## config.mk

```make
export PLATFORM = sky130hd
export DESIGN_NAME = offboard_mode_sequencer
export DESIGN_NICKNAME = d
export VERILOG_FILES = /design/src/hdl/oms_pkg.sv /design/src/hdl/offboard_mode_sequencer.sv /design/src/hdl/oms_seq.sv
export SDC_FILE = /design/constraint.sdc
export NUM_CORES = 1
export LEC_CHECK = 0
export ABC_CLOCK_PERIOD_IN_PS = 10050
export BUFFER_PORTS_ARGS = -buffer_cell sky130_fd_sc_hd__buf_4
export CORE_MARGIN = 3
export CORE_UTILIZATION = 40
export CTS_CLUSTER_DIAMETER = 120
export DETAILED_ROUTE_END_ITERATION = 16
export SYNTH_ARGS = -nofsm -noshare
export SYNTH_HDL_FRONTEND = slang
export SYNTH_SLANG_ARGS = --single-unit
```

## constraint.sdc

```tcl
create_clock -name clk -period 10.05 [get_ports clk]
set_input_delay 0.5025 -clock clk [delete_from_list [all_inputs] [get_ports clk]]
set_output_delay 0.5025 -clock clk [all_outputs]
set_load 0.005 [all_outputs]
```

## src/hdl/oms_pkg.sv

```systemverilog
// Types and constants of the offboard mode sequencer
package oms_pkg;

  localparam int NOW_W = 63;
  localparam int CFG_W = 40;
  localparam int CFG_IDX_W = 2;

  // Item opcodes
  localparam logic [1:0] OP_TICK = 2'd0;
  localparam logic [1:0] OP_NAV = 2'd1;
  localparam logic [1:0] OP_POS = 2'd2;
  localparam logic [1:0] OP_RESET = 2'd3;

  // Configuration register indexes
  localparam logic [CFG_IDX_W-1:0] REG_STREAM_PRIME = 2'd0;
  localparam logic [CFG_IDX_W-1:0] REG_OFFBOARD_TO = 2'd1;
  localparam logic [CFG_IDX_W-1:0] REG_ARM_TO = 2'd2;
  localparam logic [CFG_IDX_W-1:0] REG_STALE_POSE = 2'd3;

  // Configuration reset values
  localparam logic [CFG_W-1:0] STREAM_PRIME_RST = 40'd250_000_000;
  localparam logic [CFG_W-1:0] OFFBOARD_TO_RST = 40'd8_000_000_000;
  localparam logic [CFG_W-1:0] ARM_TO_RST = 40'd8_000_000_000;
  localparam logic [CFG_W-1:0] STALE_POSE_RST = 40'd500_000_000;

  // State codes as seen on the result
  localparam logic [2:0] FSM_IDLE = 3'd0;
  localparam logic [2:0] FSM_HOLD = 3'd4;
  localparam logic [2:0] FSM_ERROR = 3'd7;

  // Setpoint source codes
  localparam logic [2:0] SRC_CURRENT = 3'd0;
  localparam logic [2:0] SRC_HOLD = 3'd1;
  localparam logic [2:0] SRC_CMD = 3'd2;
  localparam logic [2:0] SRC_NAV = 3'd3;
  localparam logic [2:0] SRC_SAFE = 3'd4;

  // Safe pose capture codes
  localparam logic [1:0] SAFE_NONE = 2'd0;
  localparam logic [1:0] SAFE_FROM_CURRENT = 2'd1;
  localparam logic [1:0] SAFE_FROM_CMD = 2'd2;

  typedef struct packed {
    logic [1:0]       opcode;
    logic [NOW_W-1:0] now_ns;
    logic [NOW_W-1:0] pose_stamp_ns;
    logic             pose_finite;
    logic             pose_has_frame;
    logic             fcu_connected;
    logic             fcu_ready;
    logic             fcu_in_offboard;
    logic             fcu_armed;
    logic             offboard_rejected;
    logic             nav_reached;
    logic             position_close;
  } oms_in_t;

  typedef struct packed {
    logic [2:0] fsm_state;
    logic [2:0] setpoint_source;
    logic       cmd_position_mode;
    logic       cmd_offboard_mode;
    logic       cmd_arm;
    logic       cmd_nav_start;
    logic       cmd_nav_reset;
    logic       capture_hold;
    logic [1:0] capture_safe;
    logic       request_rejected;
    logic       accepts_commands;
  } oms_out_t;

  typedef struct packed {
    logic [CFG_W-1:0] stream_prime_time;
    logic [CFG_W-1:0] offboard_timeout;
    logic [CFG_W-1:0] arm_timeout;
    logic [CFG_W-1:0] stale_pose_limit;
  } oms_cfg_t;

endpackage

```

## src/hdl/offboard_mode_sequencer.sv

```systemverilog
// Offboard mode sequencer top level: config registers, item pipeline, result register
// Takes one item per clock while in_ready is high and gives one result item per item
// when the result side is not stalled, through an input register, then the
// transition logic into a result register. The longest path is the 63-bit
// elapsed-time subtract and timeout compare feeding the state update. Both
// stages stall together under out_ready low; a new item is taken while a
// finished result waits as long as the input register is free to move.
// Configuration writes take effect at once and are meant for idle periods.
module offboard_mode_sequencer (
  input  logic                              clk,
  input  logic                              rst_n,
  input  logic                              in_valid,
  output logic                              in_ready,
  input  oms_pkg::oms_in_t                  in_item,
  output logic                              out_valid,
  input  logic                              out_ready,
  output oms_pkg::oms_out_t                 out_item,
  input  logic                              cfg_we,
  input  logic [oms_pkg::CFG_IDX_W-1:0]     cfg_index,
  input  logic [oms_pkg::CFG_W-1:0]         cfg_wdata
);
  import oms_pkg::*;

  oms_cfg_t cfg_r;
  oms_in_t  item_r;
  logic     a_valid_r;
  oms_out_t out_r;
  logic     out_valid_r;
  oms_out_t res;
  logic     b_en;
  logic     adv;

  // Configuration registers
  always_ff @(posedge clk) begin
    if (!rst_n) begin
      cfg_r.stream_prime_time <= STREAM_PRIME_RST;
      cfg_r.offboard_timeout  <= OFFBOARD_TO_RST;
      cfg_r.arm_timeout       <= ARM_TO_RST;
      cfg_r.stale_pose_limit  <= STALE_POSE_RST;
    end else if (cfg_we) begin
      case (cfg_index)
        REG_STREAM_PRIME: cfg_r.stream_prime_time <= cfg_wdata;
        REG_OFFBOARD_TO:  cfg_r.offboard_timeout  <= cfg_wdata;
        REG_ARM_TO:       cfg_r.arm_timeout       <= cfg_wdata;
        REG_STALE_POSE:   cfg_r.stale_pose_limit  <= cfg_wdata;
        default: ;
      endcase
    end
  end

  // Pipeline flow control
  assign b_en     = !out_valid_r || out_ready;
  assign adv      = a_valid_r && b_en;
  assign in_ready = !a_valid_r || b_en;

  always_ff @(posedge clk) begin
    if (!rst_n) begin
      a_valid_r   <= 1'b0;
      out_valid_r <= 1'b0;
    end else begin
      if (in_ready) a_valid_r <= in_valid;
      if (b_en) out_valid_r <= a_valid_r;
    end
  end

  // Payload registers
  always_ff @(posedge clk) begin
    if (in_valid && in_ready) item_r <= in_item;
    if (adv) out_r <= res;
  end

  oms_seq u_seq (
    .clk   (clk),
    .rst_n (rst_n),
    .adv   (adv),
    .item  (item_r),
    .cfg   (cfg_r),
    .res   (res)
  );

  assign out_valid = out_valid_r;
  assign out_item  = out_r;

endmodule

```

## src/hdl/oms_seq.sv

```systemverilog
// Sequencer state and the per-item transition logic
module oms_seq (
  input  logic            clk,
  input  logic            rst_n,
  input  logic            adv,
  input  oms_pkg::oms_in_t  item,
  input  oms_pkg::oms_cfg_t cfg,
  output oms_pkg::oms_out_t res
);
  import oms_pkg::*;

  typedef enum logic [2:0] {
    ST_IDLE     = 3'd0,
    ST_STREAM   = 3'd1,
    ST_WAIT_OFF = 3'd2,
    ST_WAIT_ARM = 3'd3,
    ST_HOLD     = 3'd4,
    ST_POSITION = 3'd5,
    ST_NAV      = 3'd6,
    ST_ERROR    = 3'd7
  } state_t;

  state_t           state_r, state_nxt;
  logic [NOW_W-1:0] ent_r, ent_nxt;
  logic             nav_r, nav_nxt;
  logic             fr_r, fr_nxt;

  logic [NOW_W:0]   elapsed;
  logic [NOW_W:0]   pose_age;
  logic [CFG_W-1:0] lim;
  logic             waited;
  logic             tel_ok;
  logic             motion;

  // Time since state entry against the timeout of the current state
  assign elapsed = {1'b0, item.now_ns} - {1'b0, ent_r};
  always_comb begin
    case (state_r)
      ST_STREAM:   lim = cfg.stream_prime_time;
      ST_WAIT_OFF: lim = cfg.offboard_timeout;
      default:     lim = cfg.arm_timeout;
    endcase
  end
  assign waited = !elapsed[NOW_W] &&
                  (elapsed[NOW_W-1:0] >= {{(NOW_W-CFG_W){1'b0}}, lim});

  // Telemetry check: finite, and fresh unless unstamped; future stamps are bad
  assign pose_age = {1'b0, item.now_ns} - {1'b0, item.pose_stamp_ns};
  assign tel_ok = item.pose_finite &&
                  ((item.pose_stamp_ns == '0) ||
                   (!pose_age[NOW_W] &&
                    (pose_age[NOW_W-1:0] <= {{(NOW_W-CFG_W){1'b0}}, cfg.stale_pose_limit})));

  assign motion = (state_r != ST_IDLE) && (state_r != ST_ERROR);

  // Transition logic, evaluated in model order with blocking updates
  always_comb begin
    state_nxt = state_r;
    ent_nxt   = ent_r;
    nav_nxt   = nav_r;
    fr_nxt    = fr_r;
    res       = '0;
    case (item.opcode)
      OP_RESET: begin
        state_nxt = ST_IDLE;
        ent_nxt   = item.now_ns;
        nav_nxt   = 1'b0;
        fr_nxt    = 1'b0;
      end
      OP_NAV, OP_POS: begin
        if (state_r == ST_IDLE || state_r == ST_HOLD) begin
          nav_nxt   = (item.opcode == OP_NAV);
          state_nxt = ST_STREAM;
          ent_nxt   = item.now_ns;
        end else begin
          res.request_rejected = 1'b1;
        end
      end
      OP_TICK: begin
        fr_nxt = item.pose_has_frame;
        if (state_r != ST_ERROR) begin
          if (motion && !tel_ok) begin
            // bad or stale telemetry while moving
            if (state_r == ST_NAV) res.cmd_nav_reset = 1'b1;
            res.capture_safe = fr_nxt ? SAFE_FROM_CURRENT : SAFE_FROM_CMD;
            state_nxt = ST_ERROR;
            ent_nxt   = item.now_ns;
          end else if (motion && (!item.fcu_connected || !item.fcu_ready)) begin
            // link trouble; hold rides it out
            if (state_r != ST_HOLD) begin
              if (state_r == ST_NAV) res.cmd_nav_reset = 1'b1;
              res.capture_safe = fr_nxt ? SAFE_FROM_CURRENT : SAFE_FROM_CMD;
              state_nxt = ST_ERROR;
              ent_nxt   = item.now_ns;
            end
          end else begin
            case (state_r)
              ST_STREAM: begin
                if (waited) begin
                  res.cmd_offboard_mode = 1'b1;
                  ent_nxt = item.now_ns;
                  if (item.offboard_rejected) begin
                    res.capture_safe = fr_nxt ? SAFE_FROM_CURRENT : SAFE_FROM_CMD;
                    state_nxt = ST_ERROR;
                  end else begin
                    state_nxt = ST_WAIT_OFF;
                  end
                end
              end
              ST_WAIT_OFF: begin
                if (waited) begin
                  res.capture_safe = fr_nxt ? SAFE_FROM_CURRENT : SAFE_FROM_CMD;
                  state_nxt = ST_ERROR;
                  ent_nxt   = item.now_ns;
                end else if (item.fcu_ready && item.fcu_in_offboard) begin
                  res.cmd_arm = 1'b1;
                  state_nxt = ST_WAIT_ARM;
                  ent_nxt   = item.now_ns;
                end
              end
              ST_WAIT_ARM: begin
                if (waited) begin
                  res.capture_safe = fr_nxt ? SAFE_FROM_CURRENT : SAFE_FROM_CMD;
                  state_nxt = ST_ERROR;
                  ent_nxt   = item.now_ns;
                end else if (item.fcu_ready && item.fcu_armed) begin
                  ent_nxt = item.now_ns;
                  if (nav_r) begin
                    res.cmd_nav_start = 1'b1;
                    state_nxt = ST_NAV;
                  end else begin
                    state_nxt = ST_POSITION;
                  end
                end
              end
              default: ;
            endcase
          end
          // arrival checks see the state reached so far in this item
          if (state_nxt == ST_NAV) begin
            if (item.nav_reached) begin
              res.capture_hold  = 1'b1;
              res.cmd_nav_reset = 1'b1;
              state_nxt = ST_HOLD;
              ent_nxt   = item.now_ns;
            end
          end else if (state_nxt == ST_POSITION) begin
            if (item.position_close) begin
              res.capture_hold = 1'b1;
              state_nxt = ST_HOLD;
              ent_nxt   = item.now_ns;
            end
          end
        end
      end
      default: ;
    endcase

    // Result fields from the state after the item
    res.fsm_state        = state_nxt;
    res.accepts_commands = (state_nxt == ST_IDLE) || (state_nxt == ST_HOLD);
    case (state_nxt)
      ST_HOLD:     res.setpoint_source = SRC_HOLD;
      ST_POSITION: res.setpoint_source = SRC_CMD;
      ST_NAV:      res.setpoint_source = SRC_NAV;
      ST_ERROR:    res.setpoint_source = SRC_SAFE;
      default:     res.setpoint_source = SRC_CURRENT;
    endcase
  end

  // State registers, updated once per item
  always_ff @(posedge clk) begin
    if (!rst_n) begin
      state_r <= ST_IDLE;
      ent_r   <= '0;
      nav_r   <= 1'b0;
      fr_r    <= 1'b0;
    end else if (adv) begin
      state_r <= state_nxt;
      ent_r   <= ent_nxt;
      nav_r   <= nav_nxt;
      fr_r    <= fr_nxt;
    end
  end

endmodule

```

### Word-level counts from Yosys, hierarchy flattened

Index checks and enable logic that the tools add are counted.

| storage, ports and cells | value |
|---|---|
| bits in registers | 381 |
| logic and storage cells | 165 |

| operators by class | value |
|---|---|
| $add $sub $neg | 2 |
| $lt $le $gt $ge | 2 |
| equal/unequal tests | 21 |
| muxes and demuxes | 61 |
| bitwise operators | 6 |
| reductions and logical operators | 42 |

Operator list:

| operator | count |
|---|---|
| two-way mux 63 bit | 14 |
| case mux 63 bit (3 select lines) | 2 |
| subtractor 63 x 63 -> 64 bit | 2 |
| case mux 40 bit (2 select lines) | 1 |
| greater-or-equal comparator 63 x 40 -> 1 bit | 1 |
| less-or-equal comparator 63 x 40 -> 1 bit | 1 |
| logical NOT 63 bit | 1 |
| two-way mux 3 bit | 17 |
| == test 3 bit, second input constant | 8 |
| two-way mux 2 bit | 9 |
| case mux 3 bit (3 select lines) | 2 |
| two-way mux 1 bit | 13 |
| case mux 3 bit (4 select lines) | 1 |
| logical AND 1 bit | 10 |
| AND reduction 2 bit | 5 |
| == test 2 bit, second input constant | 4 |
| logical NOT 1 bit | 7 |
| OR reduction 7 bit | 1 |
| == test 3 x 2 -> 1 bit, second input constant | 2 |
| logical NOT 3 bit | 2 |
| logical OR 1 bit | 6 |
| inequality test 3 bit, second input constant | 2 |
| inverter 1 bit | 6 |
| AND reduction 3 bit | 2 |
| 11 further kinds | 15 |

### Longest topological paths before layout

| depth | value |
|---|---|
| word-level depth | 17 |
| gate-level depth with buffers | 33 |
| gate-level depth less buffers | 31 |

### Cells and area by module

A second synthesis with hierarchy kept.

| second synthesis, totals | value |
|---|---|
| cell total of the unflattened synthesis | 2865 |
| area total of the unflattened synthesis | 25301.8 µm² |

By module, submodules not included:

| module | times used | cells each | area each (µm²) | sequential area each (µm²) |
|---|---|---|---|---|
| oms_seq | 1 | 2112 | 14551.5 | 1341.3 |
| offboard_mode_sequencer | 1 | 753 | 10750.3 | 7837.5 |

### Least setup slack after synthesis

Ideal clock, no wire load.

| timing path | value |
|---|---|
| kind | flip-flop to flip-flop |
| start point | register item_r[73] (netlist bit) |
| end point | register u_seq.ent_r[0] |
| library setup time | 0.072 ns |
| arrival | 6.671 ns |
| required time | 9.978 ns |
| path slack | 3.307 ns |
| stages on the path, launching flop included | 31 |
| period minus slack after synthesis | 6.743 ns |
| cell sequence | edfxtp_1 > ha_1 > nor2b_1 > o2111ai_1 > a2111oi_0 > nor2_1 > o21ai_0 > a21boi_0 > o21ai_0 > a21oi_1 > o21ai_0 > a21oi_1 > xnor2_1 > ha_1 > nand4_1 > nor4_2 > nand3_1 > a211oi_2 > o311ai_1 > or4_1 > a2111o_1 > nor4b_2 > o2111a_2 > a41oi_4 > a21oi_4 > a21boi_2 > o21ai_2 > a31oi_1 > buf_6 > buf_12 > mux2i_1 |

| on the way | value |
|---|---|
| longest elaborated chain between the ends | 15 |
| elaborated cells between the ends (all ways) | 34 |

RTL lines:

| what | line | source |
|---|---|---|
| from (decl) | offboard_mode_sequencer.sv:25 | `oms_in_t item_r;` |
| from (signal assigned) | offboard_mode_sequencer.sv:68 | `if (in_valid && in_ready) item_r <= in_item;` |
| parallel branches: the longest is 12 deep, another holds subtractor 63 x 63 -> 64 bit | - |  |
| two-way mux 63 bit * | oms_seq.sv:140 | `if (state_nxt == ST_NAV) begin` |
| two-way mux 63 bit * | oms_seq.sv:81 | `if (state_r != ST_ERROR) begin` |
| case mux 63 bit (3 select lines) * | oms_seq.sv:63 | `case (item.opcode)` |
| to (signal assigned) | oms_seq.sv:180 | `ent_r <= ent_nxt;` |
| to (decl) | oms_seq.sv:24 | `logic [NOW_W-1:0] ent_r, ent_nxt;` |

Mark *: on every way between the ends. The select of a mux whose other input is x is not followed.
A chain may end at the register's enable or synchronous reset.

### Worst setup path after layout

| timing path | value |
|---|---|
| start point | register item_r[10] (netlist bit) |
| end point | register u_seq.ent_r[12] |

| on the way | value |
|---|---|
| longest elaborated chain between the ends | 15 |
| elaborated cells between the ends (all ways) | 21 |

RTL lines:

| what | line | source |
|---|---|---|
| subtractor 63 x 63 -> 64 bit | oms_seq.sv:48 | `assign pose_age = {1'b0, item.now_ns} - {1'b0, item.pose_stamp_ns};` |
| less-or-equal comparator 63 x 40 -> 1 bit / logical NOT 1 bit (equally long branches) | oms_seq.sv:52, oms_seq.sv:51 |  |
| logical AND 1 bit | oms_seq.sv:51 | `(!pose_age[NOW_W] &&` |
| logical OR 1 bit * | oms_seq.sv:50 | `((item.pose_stamp_ns == '0) \|\|` |
| logical AND 1 bit * | oms_seq.sv:49 | `assign tel_ok = item.pose_finite &&` |
| logical NOT 1 bit * | oms_seq.sv:82 | `if (motion && !tel_ok) begin` |
| logical AND 1 bit * | oms_seq.sv:82 |  |
| two-way mux 3 bit | oms_seq.sv:82 |  |
| two-way mux 3 bit | oms_seq.sv:81 |  |
| two-way mux 3 bit | oms_seq.sv:63 |  |
| == test 3 bit | oms_seq.sv:147 | `end else if (state_nxt == ST_POSITION) begin` |
| two-way mux 63 bit | oms_seq.sv:147 |  |
| two-way mux 63 bit * | oms_seq.sv:140 |  |
| two-way mux 63 bit * | oms_seq.sv:81 |  |
| case mux 63 bit (3 select lines) * | oms_seq.sv:63 |  |

Mark *: on every way between the ends. The rest lies on a longest branch, timed or not. The select of a mux whose other input is x is not followed.

==> qor.yml <==
run_status:
  status: "complete, no violations"
timing:
  maxSlewHeadroom_pct: 12.3
  rsz0062_at_grt: "no"
  fmax_mhz: 117
  period_needed_ns: 8.52
  final_max_slew_viol_count: 0
  final.setup.tns_ns: 0
  finalSetupViolations: 0
  fin_crit_sh_pct: 84.8
  tightest_slew_ns: 1.28
  report.final.hold_viol_count: 0
  clock_skew_ns: 0.0218
  layout_setup_ws_ns: 1.53
die:
  start_util_pct: 40.8
  core_area_mm2: 0.0623
  die_w_um: 258
  rows: 91
  fp.dieH_um: 258
  dieArea_mm2: 0.0665
  io_pins: 202
logic_synthesis:
  synth_edf_count: 152
  ys_seq_elements: 381
  synthDistinctLibCells: 108
  synth_seq_area_share_pct: 36.0
  synth_cells: 3025
  async_reset_ff_share_pct: 0
  yosys_most_used_dff: "dfxtp_1"
  netlist.area_leader.share_pct: 18.1
  syn-num-nets: 3421
  synth_area_leader_cell: "dfxtp_1"
  yosysWarningCount: 0
  syn_area_mm2: 0.0254
  synth_common_cells: "nand2_1, dfxtp_1, a21oi_1"
  syn_avg_cell_area_um2: 8.39
  synth_most_common_cell: "nand2_1"
  synthTopCellsByArea: "dfxtp_1, edfxtp_1, ha_1"
global_routing:
  grt_max_degree: 126
  globalRouteMet2Util_pct: 39.2
  gr-usage-met3_pct: 4.00
  grtUsageMet1_pct: 36.3
  track_usage_pct: 25.5
  grt-busiest-layer: "met2"
  grt_pass1_wl_um: 132000
  grt_overflow: 0
  grt_pass1_vias: 22187
  antenna_found_initial: 3
power_and_ir_drop:
  power_density_mw_per_mm2: 158
  switching_share_pct: 32.1
  p_clk_share_pct: 35.9
  power_frac_seq_pct: 38.2
  ir_drop_v: 0.000114
  pwr-share-comb_pct: 25.8
  p_int_uw: 3100
  leakagePower_uw: 0.0113
  p_sw_uw: 1470
critical_path:
  crit_required_ns: 10.55
  path_class: "reg2reg"
  reg2reg_from: "item_r[10]"
  slowest_delay_ns: 0.68
  arrival_ns: 9.02
  slowest_stage: "a2111oi_0"
  crit_top_cell: "o21ai_0"
  crit_fanout: 51
  start_kind: "flip-flop"
  endpoint_kind: "flip-flop"
  startpoint: "item_r[10]"
route:
  postRouteAntennaNets: 0
  viasPerCell: 5.76
  firstDrtPassIters: 6
  route.vias.total: 23131
  finalWirelength_um: 87300
  drc: 0
  drt_iter0_drc: 2143
  wl_per_cell_um: 21.8
placed_design:
  dp_slack_ns: 1.60
  gp_congestion: 0.985
  portBuffers: 200
  hpwl_um: 68000
clock_network:
  postCtsSetupBuffers: 0
  tritoncts: "yes"
  clk_pin_slew_ns: 0.06
  cts_buffers: 43
  post_cts_resized: 0
  clock_path_buffers: 3
  htreeDepth: 2
  cts.sinks: 381
  postCtsHoldBufs: 0
  clkLatencyLatePin_ns: 0.59
  cts-root-buf: "clkbuf_16"
cells_and_area:
  areaGrowthSynthToFinish_pct: 13.7
  final_nets: 3536
  drive_gt1_share_pct: 10.8
  fillCellCount: 6102
worst_hold_path:
  hp-class: "in2reg"
  min_from: "in_item[41]"
job:
  maxCapViolations: 0
==> per-stage QoR <==
stage	utilization [%]	power [uW]	cell area [um^2]	cells	hold slack, ns
floorplan	-	2540	25400	3025	0.435
global placement	44.0	2920	27400	3932	0.441
detailed placement	44.0	2940	27400	3932	0.447
CTS	46.3	4590	28900	4010	0.0546
global route	46.4	4790	28900	4013	0.0589
finish	46.4	4570	28900	4013	0.0796
==> kinds of logic after synthesis <==
logic type / Yosys count / share of synthesized area (%)
muxes: 73 / 2.90
AOI/OAI and AO/OA: 847 / 22.4
xor gates and xnor gates: 94 / 3.24
other: 1 / 0.0148
and+or+nand+nor: 1063 / 19.1
buffers and inverters: 354 / 5.81
adders and majority gates: 212 / 10.5
DFF: 381 / 36.0
==> registers in the layout, indices dropped and copies added (netlist names) <==
register       cells
cfg_r            160
u_seq.ent_r       63
out_item          15
item_r           137
a_valid_r          1
out_valid          1
u_seq.nav_r        1
u_seq.state_r      3
==> final cells by class <==
type / count / area (um^2) / share of cell area (%)
tap: 837 / 1050 / 3.63
clock inverter: 21 / 280 / 0.971
multi-input combinational: 2290 / 14800 / 51.2
sequential: 381 / 9150 / 31.7
antenna: 3 / 7.51 / 0.0260
clock buffer: 57 / 1180 / 4.09
inverter: 210 / 788 / 2.73
timing repair buffer: 214 / 1620 / 5.62
==> per-layer routing <==
metal / routed length [um] / part of all wire, %
met5: 0 / 0
met4: 2850 / 3.3
met3: 5690 / 6.5
met2: 38200 / 44
met1: 40500 / 46
==> critical path: cells and delay by family, from the launching register on <==
family,cells,cell delay [ns]
compound gates,17,4.59
simple gates,7,1.82
fa+ha+maj,2,0.60
flops,1,0.47
buf+inv,2,0.40
mux,1,0.25
xor+xnor,1,0.19
==> worst paths after layout <==
kind / to / slack (ns) / depth (start not counted)
hold reg to reg: u_seq.ent_r[40] / 0.46 / 2
hold / removal: item_r[41] / 0.08 / 1
setup / recovery: u_seq.ent_r[12] / 1.53 / 30
setup reg to reg: u_seq.ent_r[12] / 1.53 / 30
==> power groups by stage <==
stage                     Sequential, uW  Clock, uW  Combinational, uW
after detailed placement            1780          0               1150
final                               1750       1640               1180
after global routing                1760       1740               1290
after floorplan                     1760          0                788
after CTS                           1750       1680               1160
after global placement              1780          0               1140
==> layout by cell type (no fill, tap or decap), types with 6 or more instances in the layout <==
| master | n |
|---|---|
| nand2_1 | 600 |
| dfxtp_1 | 228 |
| a21oi_1 | 214 |
| buf_4 | 212 |
| inv_1 | 210 |
| ha_1 | 210 |
| edfxtp_1 | 152 |
| o21ai_0 | 135 |
| a21boi_0 | 117 |
| nor2_1 | 114 |
| nand3_1 | 78 |
| mux2i_1 | 70 |
| nand4_1 | 63 |
| xnor2_1 | 52 |
| clkbuf_16 | 44 |
| o22ai_1 | 43 |
| xor2_1 | 42 |
| o22a_1 | 42 |
| a21o_1 | 41 |
| o211ai_1 | 39 |
| nor3_1 | 38 |
| o21a_1 | 34 |
| nor4_1 | 29 |
| nand2b_1 | 25 |
| a211oi_1 | 21 |
| a31oi_1 | 18 |
| and3_1 | 17 |
| nor2b_1 | 16 |
| o21ai_1 | 14 |
| and2_1 | 14 |
| or3_1 | 13 |
| o21bai_1 | 12 |
| o31ai_1 | 10 |
| and4_1 | 10 |
| clkbuf_1 | 10 |
| clkinv_2 | 8 |
| or4_1 | 7 |
| a221oi_1 | 6 |
| o221ai_1 | 6 |
(Power assumes the default switching activity.)
